--- config.mk ---
export PLATFORM = sky130hd
export DESIGN_NAME = ptl_ram
export DESIGN_NICKNAME = d
export VERILOG_FILES = /design/src/sv/ptl_ram.sv
export SDC_FILE = /design/constraint.sdc
export NUM_CORES = 1
export LEC_CHECK = 0
export BUFFER_PORTS_ARGS = -buffer_cell sky130_fd_sc_hd__buf_2
export CAP_MARGIN = 20
export CORE_ASPECT_RATIO = 1.5
export CORE_MARGIN = 2
export CORE_UTILIZATION = 60
export CTS_CLUSTER_SIZE = 40
export DETAILED_ROUTE_END_ITERATION = 10
export HOLD_SLACK_MARGIN = 0.08
export PLACE_DENSITY = 0.76
export SLEW_MARGIN = 5
export SYNTH_ARGS = -nofsm -noshare
export SYNTH_HDL_FRONTEND = slang
export SYNTH_SLANG_ARGS = --single-unit
--- constraint.sdc ---
create_clock -name clk -period 2.1 [get_ports clk]
set_input_delay 0.21 -clock clk [delete_from_list [all_inputs] [get_ports clk]]
set_output_delay 0.21 -clock clk [all_outputs]
set_load 0.005 [all_outputs]
--- src/sv/ptl_ram.sv ---
// Simple dual-port synchronous RAM, one write and one registered read port.
// No package dependencies.
`default_nettype none

module ptl_ram #(
  parameter int WIDTH = 8,
  parameter int DEPTH = 16
) (
  input  wire logic                     clk,
  input  wire logic                     we,
  input  wire logic [$clog2(DEPTH)-1:0] waddr,
  input  wire logic [WIDTH-1:0]         wdata,
  input  wire logic [$clog2(DEPTH)-1:0] raddr,
  output logic      [WIDTH-1:0]         rdata
);

  logic [WIDTH-1:0] mem [DEPTH];

  always_ff @(posedge clk) begin
    if (we) begin
      mem[waddr] <= wdata;
    end
    rdata <= mem[raddr];
  end

endmodule

`default_nettype wire

==> impl_metrics.toml <==
[route]
viasPerCell = 6.11
wirelength_um = 9820
num_vias = 2475
first_pass_iters = 5
postRouteAntennaNets = 0
post-route-drc-count = 0
wl_per_cell_um = 24.3
drt_iter0_drc = 233

[clock_tree]
cts_tree = "yes"
post-cts-setup-buffers = 0
numClockSinks = 136
clkLatencyLatePin_ps = 410
clockRootBuffer = "clkbuf_16"
cts_resized = 0
hold_buffers = 0
clockBufferDepth = 2
clkSlewWorstSetupHoldPaths_ps = 60
htreeDepth = 4
numCtsBuffers = 17

[power]
p_clk_share_pct = 48.5
leakagePower_nw = 2.13
p_switching_mw = 1.22
p_per_area_mw_per_mm2 = 1050
pwr-share-seq_pct = 47.2
swShare_pct = 18.8
intPower_mw = 5.25
comb_power_share_pct = 4.3
ir_drop_v = 0.000759

[logic_synthesis]
synthesis.nets = 247
synth_most_common_cell = "edfxtp_1"
ys.flop_type = "edfxtp_1"
synth.top_cell.area_share_pct = 74.7
yosysUniqueCellTypes = 19
yosysTopAreaCell = "edfxtp_1"
yosysSeqAreaShare_pct = 77.8
syn_inst = 229
yosysWarnings = 0
ys_ff_latch = 136
synth_area_leaders = "edfxtp_1 75%, mux4_2 7.9%, mux4_1 7.1%"
syn_area_mm2 = 0.00515
synth_edf_count = 128
synth_common_cells = "128 x edfxtp_1, 18 x mux4_2, 16 x a22oi_1"
avgSynthCellArea_um2 = 22.5
synthArstFlopShare_pct = 0

[critical_path]
required_ps = 2380
setup.worst_path.end_class = "flip-flop"
worstPathArrival_ps = 1700
slowest_delay_ps = 520
path_max_fanout = 1
r2r-start = "mem[11][6]"
critPathLaunchType = "flip-flop"
r2r_end = "rdata[6]"
reg2reg_depth = 3
crit_path_cell_trace = "mux4_2 -> a22oi_1 -> nand2_1"
crit_type = "reg2reg"
ff2ff_setup_slack_ps = 670
crit_slowest_cell = "mux4_2"

[status]
status = "finished clean"

[floorplan]
die_x_um = 79.6
coreArea_mm2 = 0.00836
rows = 41
initial_core_util_pct = 61.6
ios = 26
dieArea_mm2 = 0.00935
die_h_um = 117

[hold_path]
holdPathEnd = "mem[9][5]"
worstHoldStart = "wdata[5]"
hp-class = "in2reg"
hold_path_depth = 1

[final_layout]
final_util_pct = 73.5
nNetsFinal = 303
seq_area_mm2 = 0.00400
drive_gt1_share_pct = 32.6
area_growth_pct = 19.4
fill_cells = 473
antenna_cells = 0
multi_input_area_mm2 = 0.00106

[place]
post-place-ws_ps = 395
gp_congestion = 0.747
dp_hpwl_um = 5810
io_buffers = 25

[timing]
rsz0062_at_grt = "false"
min_period_ps = 1430
drv_slew = 0
fin_skew_ps = 7.56
setup_viol = 0
fmax_mhz = 701
tns_ps = 0
tightest_slew_ps = 456
setup_ws_ps = 674
relSlewSlack_pct = 69.5
fin_crit_sh_pct = 67.9
finalHoldViolCount = 0

[run]
maxCapViolations = 0

[global_routing]
grt_pass1_vias = 2544
overflow = 0
grt_pass1_wl_um = 14700
antenna_found_initial = 0
grt_start_max_net_pins = 33
grt.total_usage_pct = 23.0
==> cells in the final DEF (no fill, tap or decap) <==
cell and n:
nor2b_1 1, nand2b_1 2, clkinvlp_4 1, mux4_1 14, a22oi_1 16, nor3_1 4, clkbuf_16 17, mux4_2 18
buf_2 25, clkinv_4 2, bufinv_16 5, buf_12 2, and2_1 1, clkbuf_1 1, or3b_2 1, nand2_1 9
buf_4 20, nand3b_1 2, nand3_1 1, clkinv_2 6, dfxtp_1 8, nor2_1 13, edfxtp_1 128, and2b_1 1
==> power groups by stage <==
stage / Combinational, mW / Sequential (mW) / Clock [mW]
floorplan: 0.154 / 3.11 / 0
global placement: 0.273 / 3.11 / 0
detailed placement: 0.281 / 3.11 / 0
CTS: 0.285 / 3.05 / 3.16
global route: 0.305 / 3.06 / 3.27
finish: 0.280 / 3.05 / 3.14
==> registers in the layout (all words and copies together) (netlist names) <==
register and flops:
rdata 8, mem 128
==> worst max-delay path by stage <==
stage	from	end	slack (ps)	depth (start not counted)
final	mem[11][6]	rdata[6]	670	3
after floorplan	waddr[2]	mem[0][0]	400	2
after CTS	mem[11][6]	rdata[6]	650	3
after detailed placement	raddr[0]	rdata[2]	390	5
after global placement	raddr[0]	rdata[3]	430	5
after global routing	mem[9][2]	rdata[2]	610	3
==> critical path, delay by kind of cell, from the launching register on <==
kind | cells | cell delay (ps)
AO/OA/AOI/OAI | 1 | 270
flip-flops | 1 | 390
multiplexers | 1 | 520
AND/OR/NAND/NOR | 1 | 110
==> stage by stage <==
| step | cell area [um2] | hold slack [ps] | instances | total power [mW] |
|---|---|---|---|---|
| 3_3_place_gp | 5510 | 583 | 373 | 3.38 |
| 3_5_place_dp | 5510 | 587 | 373 | 3.39 |
| 5_1_grt | 6140 | 191 | 405 | 6.64 |
| 2_1_floorplan | 5150 | 309 | 229 | 3.26 |
| 4_1_cts | 6140 | 177 | 405 | 6.50 |
| 6_report | 6140 | 185 | 405 | 6.47 |
==> cell families after synthesis <==
family                 count (synthesis)  synth area share, %
flip-flops                           136                 77.8
AND/OR/NAND/NOR                       35                 3.18
multiplexers                          32                 15.0
AO/OA/AOI/OAI                         16                 2.33
buffers and inverters                 10                 1.68
==> layer usage <==
layer / vias up / routed length (um) / global-route usage (%)
met5: - / 0 / 0
met4: 0 / 122 / 7.76
met3: 8 / 429 / 6.38
met2: 89 / 5290 / 37.2
met1: 1292 / 3980 / 30.4
li1: 1086 / - / -
==> cell type report <==
cell class,instances,share of cell area [%]
sequential,136,65.2
timing repair buffer,47,5.13
tap,107,2.18
multi-input combinational,83,17.2
clock buffer,18,6.98
clock inverter,14,3.34
No activity file was read; power rests on OpenSTA's default activity.
